$ cat config.mk
export PLATFORM = sky130hd
export DESIGN_NAME = vap_table_with_bssid_mask
export DESIGN_NICKNAME = d
export VERILOG_FILES = /design/src/design/vtb_pkg.sv /design/src/design/vap_table_with_bssid_mask.sv /design/src/design/vtb_cell.sv
export SDC_FILE = /design/constraint.sdc
export NUM_CORES = 2
export LEC_CHECK = 0
export BUFFER_PORTS_ARGS = -buffer_cell sky130_fd_sc_hd__buf_4
export CORE_ASPECT_RATIO = 0.9
export CORE_MARGIN = 2
export CORE_UTILIZATION = 55
export CTS_BUF_LIST = sky130_fd_sc_hd__clkbuf_4
export DETAILED_ROUTE_END_ITERATION = 8
export PLACE_DENSITY = 0.73
export REMOVE_ABC_BUFFERS = 1
export SLEW_MARGIN = 0
export SYNTH_ARGS = -nofsm -noshare
export SYNTH_HDL_FRONTEND = slang
export SYNTH_SLANG_ARGS = --single-unit
$ cat constraint.sdc
create_clock -name clock -period 6.71 [get_ports clock]
set_input_delay 1.0065 -clock clock [delete_from_list [all_inputs] [get_ports clock]]
set_output_delay 1.0065 -clock clock [all_outputs]
set_load 0.01 [all_outputs]
$ cat src/design/vtb_pkg.sv
// ---------------------------------------------------------------------------
// vtb_pkg
// shared widths, codes and the cell-to-cell link word of the vap table
// ---------------------------------------------------------------------------
package vtb_pkg;

   localparam int ADDR_W            = 48;
   localparam int MAX_ENTRIES_DEF   = 8;
   localparam int MAX_ENTRIES_LIMIT = 64;
   localparam int SLOT_W            = $clog2(MAX_ENTRIES_LIMIT);
   localparam int SLOT_OUT_W        = 3;

   localparam logic [ADDR_W-1:0] ALL_ONES = {ADDR_W{1'b1}};

   // request codes
   localparam logic [1:0] OP_ADD    = 2'd0;
   localparam logic [1:0] OP_REMOVE = 2'd1;
   localparam logic [1:0] OP_LOOKUP = 2'd2;

   // response status codes
   localparam logic [1:0] ST_OK      = 2'd0;
   localparam logic [1:0] ST_FOUND   = 2'd1;
   localparam logic [1:0] ST_MISSING = 2'd2;
   localparam logic [1:0] ST_FULL    = 2'd3;

   typedef enum logic {
      PHASE_SEARCH,
      PHASE_APPLY
   } phase_type;

   typedef enum logic [1:0] {
      ACT_NONE,
      ACT_INSERT,
      ACT_REMOVE
   } action_type;

   // word handed from one cell to the next every cycle
   typedef struct packed {
      logic              active;
      phase_type         phase;
      logic [ADDR_W-1:0] key;
      logic [ADDR_W-1:0] bssid;
      logic              hit;
      logic [SLOT_W-1:0] hit_idx;
      logic [ADDR_W-1:0] hit_bssid;
      logic              free_found;
      logic [SLOT_W-1:0] free_idx;
      action_type        action;
      logic [SLOT_W-1:0] target;
      logic [ADDR_W-1:0] mask;
   } vtb_link_type;

endpackage

$ cat src/design/vap_table_with_bssid_mask.sv
// ---------------------------------------------------------------------------
// vap_table_with_bssid_mask
// table of virtual access points with a running bssid mask
// ---------------------------------------------------------------------------
// usage
//   req channel (valid/ready) carries one request word: op, station address
//   and bssid. rsp channel (valid/ready) returns one word per request with
//   status, slot, stored bssid and the mask after the request.
//   csr_write_enable loads hw_address; write it only while the table is idle.
// sequencing
//   one request at a time. the request walks the row of slot cells once to
//   search; an insert or a remove then walks it a second time to apply the
//   change and rebuild the mask.
// reset
//   all slots invalid, mask all ones, hw_address zero, no response pending.
// stalls
//   the response sits in an output register; a new request is accepted while
//   it waits, and that request's result holds in the done state until the
//   output register frees up.
// ---------------------------------------------------------------------------
module vap_table_with_bssid_mask
   import vtb_pkg::*;
#(
   parameter int MAX_ENTRIES = MAX_ENTRIES_DEF
) (
   input  logic                  clock,
   input  logic                  reset,
   // request channel
   input  logic                  req_valid,
   output logic                  req_ready,
   input  logic [1:0]            req_op,
   input  logic [ADDR_W-1:0]     req_station_address,
   input  logic [ADDR_W-1:0]     req_entry_bssid,
   // response channel
   output logic                  rsp_valid,
   input  logic                  rsp_ready,
   output logic [1:0]            rsp_status,
   output logic [SLOT_OUT_W-1:0] rsp_slot_index,
   output logic [ADDR_W-1:0]     rsp_stored_bssid,
   output logic [ADDR_W-1:0]     rsp_mask_out,
   // configuration
   input  logic                  csr_write_enable,
   input  logic [ADDR_W-1:0]     csr_write_data
);

   typedef enum logic [1:0] {
      S_IDLE,
      S_SEARCH,
      S_APPLY,
      S_DONE
   } state_type;

   state_type                state_ff, state_in;
   vtb_link_type             head_ff, head_in;
   vtb_link_type             chain [MAX_ENTRIES];
   vtb_link_type             tail;
   logic [1:0]               op_ff, op_in;
   logic [1:0]               status_ff, status_in;
   logic [SLOT_W-1:0]        slot_ff, slot_in;
   logic [ADDR_W-1:0]        held_ff, held_in;
   logic [ADDR_W-1:0]        mask_ff, mask_in;
   logic [ADDR_W-1:0]        hw_ff;
   logic                     rsp_valid_ff, rsp_valid_in;
   logic [1:0]               rsp_status_ff, rsp_status_in;
   logic [SLOT_OUT_W-1:0]    rsp_slot_ff, rsp_slot_in;
   logic [ADDR_W-1:0]        rsp_bssid_ff, rsp_bssid_in;
   logic [ADDR_W-1:0]        rsp_mask_ff, rsp_mask_in;
   logic                     rebuild;
   action_type               action;
   logic [SLOT_W-1:0]        target;

   // row of slot cells, cell 0 fed by the head register
   for (genvar g = 0; g < MAX_ENTRIES; g++) begin : g_cell
      if (g == 0) begin : g_first
         vtb_cell #(.CELL_IDX(g)) u_cell (
            .clock      (clock),
            .reset      (reset),
            .hw_address (hw_ff),
            .left       (head_ff),
            .right      (chain[g])
         );
      end else begin : g_rest
         vtb_cell #(.CELL_IDX(g)) u_cell (
            .clock      (clock),
            .reset      (reset),
            .hw_address (hw_ff),
            .left       (chain[g-1]),
            .right      (chain[g])
         );
      end
   end

   assign tail = chain[MAX_ENTRIES-1];

   // decide the outcome from the search pass at the end of the row
   always_comb begin
      status_in = status_ff;
      slot_in   = slot_ff;
      held_in   = held_ff;
      rebuild   = 1'b0;
      action    = ACT_NONE;
      target    = '0;
      case (op_ff)
         OP_ADD: begin
            if (tail.hit) begin
               status_in = ST_FOUND;
               slot_in   = tail.hit_idx;
               held_in   = tail.hit_bssid;
            end else if (tail.free_found) begin
               status_in = ST_OK;
               slot_in   = tail.free_idx;
               held_in   = tail.bssid;
               rebuild   = 1'b1;
               action    = ACT_INSERT;
               target    = tail.free_idx;
            end else begin
               status_in = ST_FULL;
               slot_in   = '0;
               held_in   = '0;
            end
         end
         OP_REMOVE: begin
            // mask is rebuilt even when nothing is removed
            rebuild = 1'b1;
            if (tail.hit) begin
               status_in = ST_OK;
               slot_in   = tail.hit_idx;
               held_in   = tail.hit_bssid;
               action    = ACT_REMOVE;
               target    = tail.hit_idx;
            end else begin
               status_in = ST_MISSING;
               slot_in   = '0;
               held_in   = '0;
            end
         end
         default: begin
            // lookup, and the unused code behaves the same
            if (tail.hit) begin
               status_in = ST_FOUND;
               slot_in   = tail.hit_idx;
               held_in   = tail.hit_bssid;
            end else begin
               status_in = ST_MISSING;
               slot_in   = '0;
               held_in   = '0;
            end
         end
      endcase
   end

   // sequencer next state
   always_comb begin
      state_in       = state_ff;
      head_in        = head_ff;
      head_in.active = 1'b0;
      op_in          = op_ff;
      mask_in        = mask_ff;
      rsp_valid_in   = rsp_valid_ff && !rsp_ready;
      rsp_status_in  = rsp_status_ff;
      rsp_slot_in    = rsp_slot_ff;
      rsp_bssid_in   = rsp_bssid_ff;
      rsp_mask_in    = rsp_mask_ff;
      unique case (state_ff)
         S_IDLE: begin
            if (req_valid) begin
               head_in        = '0;
               head_in.active = 1'b1;
               head_in.phase  = PHASE_SEARCH;
               head_in.key    = req_station_address;
               head_in.bssid  = req_entry_bssid;
               head_in.mask   = ALL_ONES;
               op_in          = req_op;
               state_in       = S_SEARCH;
            end
         end
         S_SEARCH: begin
            if (tail.active) begin
               if (rebuild) begin
                  head_in        = '0;
                  head_in.active = 1'b1;
                  head_in.phase  = PHASE_APPLY;
                  head_in.key    = tail.key;
                  head_in.bssid  = tail.bssid;
                  head_in.action = action;
                  head_in.target = target;
                  head_in.mask   = ALL_ONES;
                  state_in       = S_APPLY;
               end else begin
                  state_in = S_DONE;
               end
            end
         end
         S_APPLY: begin
            if (tail.active) begin
               mask_in  = tail.mask;
               state_in = S_DONE;
            end
         end
         S_DONE: begin
            if (!rsp_valid_ff || rsp_ready) begin
               rsp_valid_in  = 1'b1;
               rsp_status_in = status_ff;
               rsp_slot_in   = slot_ff[SLOT_OUT_W-1:0];
               rsp_bssid_in  = held_ff;
               rsp_mask_in   = mask_ff;
               state_in      = S_IDLE;
            end
         end
         default: state_in = S_IDLE;
      endcase
   end

   always_ff @(posedge clock) begin
      op_ff         <= op_in;
      rsp_status_ff <= rsp_status_in;
      rsp_slot_ff   <= rsp_slot_in;
      rsp_bssid_ff  <= rsp_bssid_in;
      rsp_mask_ff   <= rsp_mask_in;
      if (state_ff == S_SEARCH && tail.active) begin
         status_ff <= status_in;
         slot_ff   <= slot_in;
         held_ff   <= held_in;
      end
      if (reset) begin
         state_ff     <= S_IDLE;
         head_ff      <= '0;
         mask_ff      <= ALL_ONES;
         hw_ff        <= '0;
         rsp_valid_ff <= 1'b0;
      end else begin
         state_ff     <= state_in;
         head_ff      <= head_in;
         mask_ff      <= mask_in;
         rsp_valid_ff <= rsp_valid_in;
         if (csr_write_enable) begin
            hw_ff <= csr_write_data;
         end
      end
   end

   assign req_ready        = (state_ff == S_IDLE);
   assign rsp_valid        = rsp_valid_ff;
   assign rsp_status       = rsp_status_ff;
   assign rsp_slot_index   = rsp_slot_ff;
   assign rsp_stored_bssid = rsp_bssid_ff;
   assign rsp_mask_out     = rsp_mask_ff;

endmodule

$ cat src/design/vtb_cell.sv
// ---------------------------------------------------------------------------
// vtb_cell
// one table slot: holds an entry, searches it and folds it into the mask
// ---------------------------------------------------------------------------
module vtb_cell
   import vtb_pkg::*;
#(
   parameter int CELL_IDX = 0
) (
   input  logic                clock,
   input  logic                reset,
   input  logic [ADDR_W-1:0]   hw_address,
   input  vtb_link_type        left,
   output vtb_link_type        right
);

   logic              valid_ff, valid_in;
   logic [ADDR_W-1:0] addr_ff, addr_in;
   logic [ADDR_W-1:0] bssid_ff, bssid_in;
   vtb_link_type      right_ff, right_in;
   logic              match;
   logic              own;

   assign match = valid_ff && (addr_ff == left.key);
   assign own   = (left.target == SLOT_W'(CELL_IDX));

   always_comb begin
      valid_in = valid_ff;
      addr_in  = addr_ff;
      bssid_in = bssid_ff;
      right_in = left;
      if (left.active) begin
         if (left.phase == PHASE_SEARCH) begin
            // lowest matching slot wins
            if (match && !left.hit) begin
               right_in.hit       = 1'b1;
               right_in.hit_idx   = SLOT_W'(CELL_IDX);
               right_in.hit_bssid = bssid_ff;
            end
            if (!valid_ff && !left.free_found) begin
               right_in.free_found = 1'b1;
               right_in.free_idx   = SLOT_W'(CELL_IDX);
            end
         end else begin
            if (own) begin
               case (left.action)
                  ACT_INSERT: begin
                     valid_in = 1'b1;
                     addr_in  = left.key;
                     bssid_in = left.bssid;
                  end
                  ACT_REMOVE: valid_in = 1'b0;
                  default: ;
               endcase
            end
            // mask over the slot as it stands after the update
            if (valid_in) begin
               right_in.mask = left.mask & ~(hw_address ^ bssid_in);
            end
         end
      end
   end

   always_ff @(posedge clock) begin
      addr_ff  <= addr_in;
      bssid_ff <= bssid_in;
      if (reset) begin
         valid_ff <= 1'b0;
         right_ff <= '0;
      end else begin
         valid_ff <= valid_in;
         right_ff <= right_in;
      end
   end

   assign right = right_ff;

endmodule

# == After elaboration in Yosys (flattened, before gate mapping) ==
# Index checks and enable logic that the tools add are counted.
# word_totals
register_bits,2966
in_bits,151
output_inout_bits,103
elab_cells,437
# op_classes
eq_ne,40
mux,154
bitwise_logic,24
n_reduce_logical,78
# ops
op,n
two-way mux 48 bit,60
two-way mux 62 bit,16
two-way mux 216 bit,3
two-way mux 55 bit,8
case mux 216 bit (2 select lines),1
bitwise AND 48 bit,8
== test 48 bit,8
NOT 48 bit,8
bitwise XOR 48 bit,8
two-way mux 7 bit,8
AND reduction 4 bit,10
two-way mux 1 bit,31
logical AND 1 bit,26
logical NOT 1 bit,26
"== test 6 x 3 -> 1 bit, second input constant",4
AND reduction 2 bit,11
"== test 2 x 1 -> 1 bit, second input constant",10
"== test 2 bit, second input constant",10
two-way mux 2 bit,9
two-way mux 6 bit,3
case mux 1 bit (2 select lines),9
"== test 6 x 2 -> 1 bit, second input constant",2
case mux 6 bit (2 select lines),1
case mux 2 bit (2 select lines),2
9 further kinds,14

# == Longest topological paths before layout ==
# logic_depth
depth_word,11
depth_mapped,9
depth_no_buf,8

# == Modules after synthesis ==
# A second synthesis with hierarchy kept.
# hier_totals
hier_cells,8035
hier_area_um2,102407.0
# modules_own_cells
module,n_inst,cells_per_inst,area_per_inst_um2,seq_area_each_um2
vtb_cell (g_cell[1].g_rest.u_cell ...),2,849,11014.3,7226.9
vtb_cell (g_cell[5].g_rest.u_cell ...),2,855,10983.0,7226.9
vap_table_with_bssid_mask,1,1069,13415.4,8808.4
vtb_cell (g_cell[7].g_rest.u_cell),1,914,11571.1,7226.9
vtb_cell (g_cell[3].g_rest.u_cell),1,937,11415.9,7226.9
vtb_cell (g_cell[0].g_first.u_cell),1,858,11010.6,7226.9
vtb_cell (g_cell[4].g_rest.u_cell),1,849,10999.3,7226.9

# == Worst setup path after synthesis ==
# No wires, ideal clock.
# synth_path
kind,input to register
start,input port rsp_ready
end,"register rsp_mask_ff[0], in the netlist rsp_mask_out[0] (enable)"
setup_ps,574
t_arrival_ps,5545
t_required_ps,6136
setup_slack_ps,591
path_stages,2
n_path_buf,0
cell_sequence,nor2b_1 nor2b_1
# synth_via
elab_chain_cells,2
# synth_lines
item,line,text
from (decl),vap_table_with_bssid_mask.sv:36,"input logic rsp_ready,"
logical OR 1 bit,vap_table_with_bssid_mask.sv:201,if (!rsp_valid_ff || rsp_ready) begin
AND reduction 2 bit (no source line),--,
to (signal assigned),vap_table_with_bssid_mask.sv:219,rsp_mask_ff <= rsp_mask_in;
to (decl),vap_table_with_bssid_mask.sv:67,"logic [ADDR_W-1:0] rsp_mask_ff, rsp_mask_in;"
# Every way passes these cells.
# A chain may end at the register's enable or synchronous reset.

# == Worst setup path in the final report ==
# layout_path
start,register g_cell[7].g_rest.u_cell.right_ff (netlist bit g_cell[7].g_rest.u_cell.right[117])
end,register head_ff[149] (netlist bit)
# layout_via
elab_chain_cells,4
# layout_lines
item,line,text
from (decl),vtb_cell.sv:20,"vtb_link_type right_ff, right_in;"
from (signal assigned),vtb_cell.sv:72,right_ff <= right_in;
two-way mux 1 bit,vap_table_with_bssid_mask.sv:105,if (tail.hit) begin
case mux 1 bit (2 select lines),vap_table_with_bssid_mask.sv:103,case (op_ff)
inequality test 2 bit (no source line),--,
AND reduction 4 bit (no source line),--,
to (signal assigned),vap_table_with_bssid_mask.sv:233,head_ff <= head_in;
to (decl),vap_table_with_bssid_mask.sv:54,"vtb_link_type head_ff, head_in;"
# Every way passes these cells.

==> results.cfg <==
[status]
status = complete, no violations

[timing]
report.final.hold_viol_count = 0
period_share_pct = 55.8
setup_tns_ns = 0
worst_pin_slew_ns = 1.32
slew_headroom_pct = 11.9
final-max-slew-violation-count = 0
setup_viol = 0
fin_crit_ns = 3.75
worst_clock_skew_ns = 0.112
rsz0062_at_grt = false
timing.fmax_mhz = 267

[place]
dp_cells = 10200
io_buffers = 253
place_congestion = 0.855
place_hpwl_um = 161000
post_dp_cell_area_um2 = 103000

[detailed_routing]
finalWirelength_um = 285000
first_pass_iters = 7
vias = 66200
wl_per_cell_um = 24.5
ant_nets = 0
dr.first_iter.drc_count = 7533
drcViolationCount = 0
vias_per_cell = 5.69

[yosys]
synth_area_per_cell_um2 = 12.4
yosysTopAreaCell = dfxtp_1
seq_area_frac_synth_pct = 65.4
async_flop_share_pct = 0
netlist_top_cells_area = dfxtp_1 (38%), edfxtp_1 (28%), nor2b_1 (5.1%)
yosys_warnings = 0
ys_ff_latch = 2795
syn-cell-area_um2 = 99700
synthesis.instances = 8066
synth_edf_count = 924
synth.top_cell.area_share_pct = 37.6
synth_flop_cell = dfxtp_1
yosysUniqueCellTypes = 63

[setup_path]
worst_setup_path_end_kind = flop
r2r_slack_ns = 2.96
required_ns = 7.98
arrival_ns = 5.01
worstRegToRegCells = 7
reg2reg_from = g_cell[7].g_rest.u_cell.right[117]
r2r-end = head_ff[149]
worstSetupEndpoint = head_ff[149]
cp-startpoint = g_cell[7].g_rest.u_cell.right[117]
critPathMaxFanout = 63
critPathKind = reg -> reg
start_kind = flop

[cells_and_area]
syn_to_final_growth_pct = 14.3
stdcell_area_um2 = 114000
final_net_count = 8840
multiInputGateArea_um2 = 32200
fillCellCount = 13800
fin_cells = 11600
drive_above_1_share_pct = 20.8
seq_area_um2 = 65200

[grt]
grt_pass1_vias = 65900
track_usage_pct = 30.2
grt_max_degree = 207
overflow = 0
grt_pass1_wl_um = 416000
antenna_found_initial = 23

[floorplanning]
initial_utilization_pct = 55.2
num_rows = 148
dieWidth_um = 453
coreArea_um2 = 181000
fp.dieH_um = 408
die_area_um2 = 185000
io_pins = 254

[cts]
cts_tree = yes
clkSinkCount = 2795
clock_path_buffers = 4
clkTransAtPathRegs_ns = 0.06
cts-root-buf = clkbuf_4
cts_buffers = 686
clk_latency_ns = 1.43
htree_num_levels = 6

[hold_path]
whs_path_depth = 2
hp-class = in -> reg

[pwr]
power.density_nw_per_um2 = 306
p_leak_nw = 40.5
ir_drop_v = 0.000200

[flow_run]
cap_viol_max_count = 0
worst max-delay path: stages, from the launching register on:
cell     delay, ns
dfxtp_4       0.66
nor4b_4       0.34
buf_4         0.45
o21ba_2       0.28
o21a_4        0.71
buf_4         0.75
and3_1        0.28
a221o_1       0.11
where the power goes:
part | leakage, nW | switching [mW] | internal, mW | total [mW]
Clock | 5.45 | 6.75 | 7.89 | 14.6
Sequential | 22.8 | 0.341 | 17.9 | 18.2
Combinational | 12.3 | 1.29 | 0.676 | 1.96
Total | 40.5 | 8.38 | 26.4 | 34.8
worst min path at each step:
stage                 start                    to
3_5_place_dp   status_ff[0]         rsp_status[0]
4_1_cts           req_valid              op_ff[0]
6_report          req_valid              op_ff[1]
3_3_place_gp    held_ff[42]  rsp_stored_bssid[42]
2_1_floorplan    slot_ff[0]     rsp_slot_index[0]
5_1_grt           req_valid              op_ff[1]
repair_timing:
action / in CTS / in global routing
hold buffers: 148 / 0
resized for setup: 0 / 0
setup buffers: 0 / 0
hold endpoints to repair: 155 / 0
flip-flops by register name, summed over array words and instances, names as in the netlist:
signal                          flops
g_cell.g_first.u_cell.bssid_ff     48
status_ff                           2
rsp_valid                           1
g_cell.g_first.u_cell.valid_ff      1
rsp_slot_index                      3
rsp_mask_out                       48
rsp_stored_bssid                   48
held_ff                            48
g_cell.g_first.u_cell.right       204
g_cell.g_first.u_cell.addr_ff      48
hw_ff                              48
g_cell.g_rest.u_cell.right       1455
state_ff                            2
g_cell.g_rest.u_cell.bssid_ff     336
head_ff                           105
g_cell.g_rest.u_cell.addr_ff      336
rsp_status                          2
g_cell.g_rest.u_cell.valid_ff       7
mask_ff                            48
slot_ff                             3
op_ff                               2
cells in the final DEF (no fill, tap or decap), types with 57 or more instances in the layout:
cell,count
a21oi_1,754
a221o_1,96
and2_1,58
and3_1,144
buf_4,338
clkbuf_4,1070
clkinv_1,115
dfxtp_1,1866
dlygate4sd3_1,148
edfxtp_1,924
mux2_2,384
mux2i_1,57
nand2b_1,376
nand3_1,159
nand4_1,168
nand4b_1,96
nor2_1,172
nor2b_1,816
o21ai_0,316
xnor2_1,278
xor2_1,441
cells in the mapped netlist (all sizes together) (34+ instances only):
cell type and count:
edfxtp 924, nand3 160, clkbuf 449, buf 120, mux2i 57, and3 146
mux2 384, xor2 441, nor2b 818, nand2b 379, nor4 34, dfxtp 1871
inv 64, a221o 96, nor2 189, a21oi 754, and2 61, xnor2 278
a22o 54, o21ai 339, nand4b 96, a211o 48, nand4 168
metal layers:
layer | part of all wire, % | track usage, % | vias up
li1 | - | - | 29800
met1 | 39 | 38.3 | 32200
met2 | 47 | 48.4 | 3397
met3 | 9.6 | 7.38 | 781
met4 | 4.8 | 14.5 | 0
met5 | 0 | 0 | -
cell families (layout without fill, tap and decap cells):
| kind of cell | count (synthesis) | in the layout | share of synthesized area (%) |
|---|---|---|---|
| fa+ha+maj | 12 | 12 | 0.151 |
| xor+xnor | 719 | 719 | 6.32 |
| other cells | 1 | 17 | 0.00376 |
| mux | 441 | 441 | 4.91 |
| buf+inv | 635 | 1789 | 2.58 |
| compound gates | 1333 | 1333 | 7.70 |
| simple gates | 2130 | 2130 | 12.9 |
| flops | 2795 | 2795 | 65.4 |
final cells by class:
cell class                      instances  share of cell area [%]
Sequential cell                      2795                    57.2
Tap cell                             2400                    2.63
Clock buffer                         1070                    7.05
Antenna cell                           15                  0.0329
Clock inverter                        162                   0.960
Multi-Input combinational cell       4637                    28.3
Inverter                               66                   0.228
Timing Repair Buffer                  491                    3.61
metrics by stage:
| step | hold WS, ns | setup slack (ns) | util, % | power [mW] |
|---|---|---|---|---|
| global route | 0.113 | 2.93 | 63.1 | 36.0 |
| detailed placement | 0.405 | 2.85 | 57.2 | 20.4 |
| floorplan | 0.400 | -0.620 | - | 19.4 |
| finish | 0.168 | 2.96 | 63.1 | 34.8 |
| global placement | 0.401 | 2.93 | 57.2 | 20.4 |
| CTS | 0.0556 | 3.04 | 63.1 | 35.0 |
Note: power is estimated with default switching activity, not from simulation.
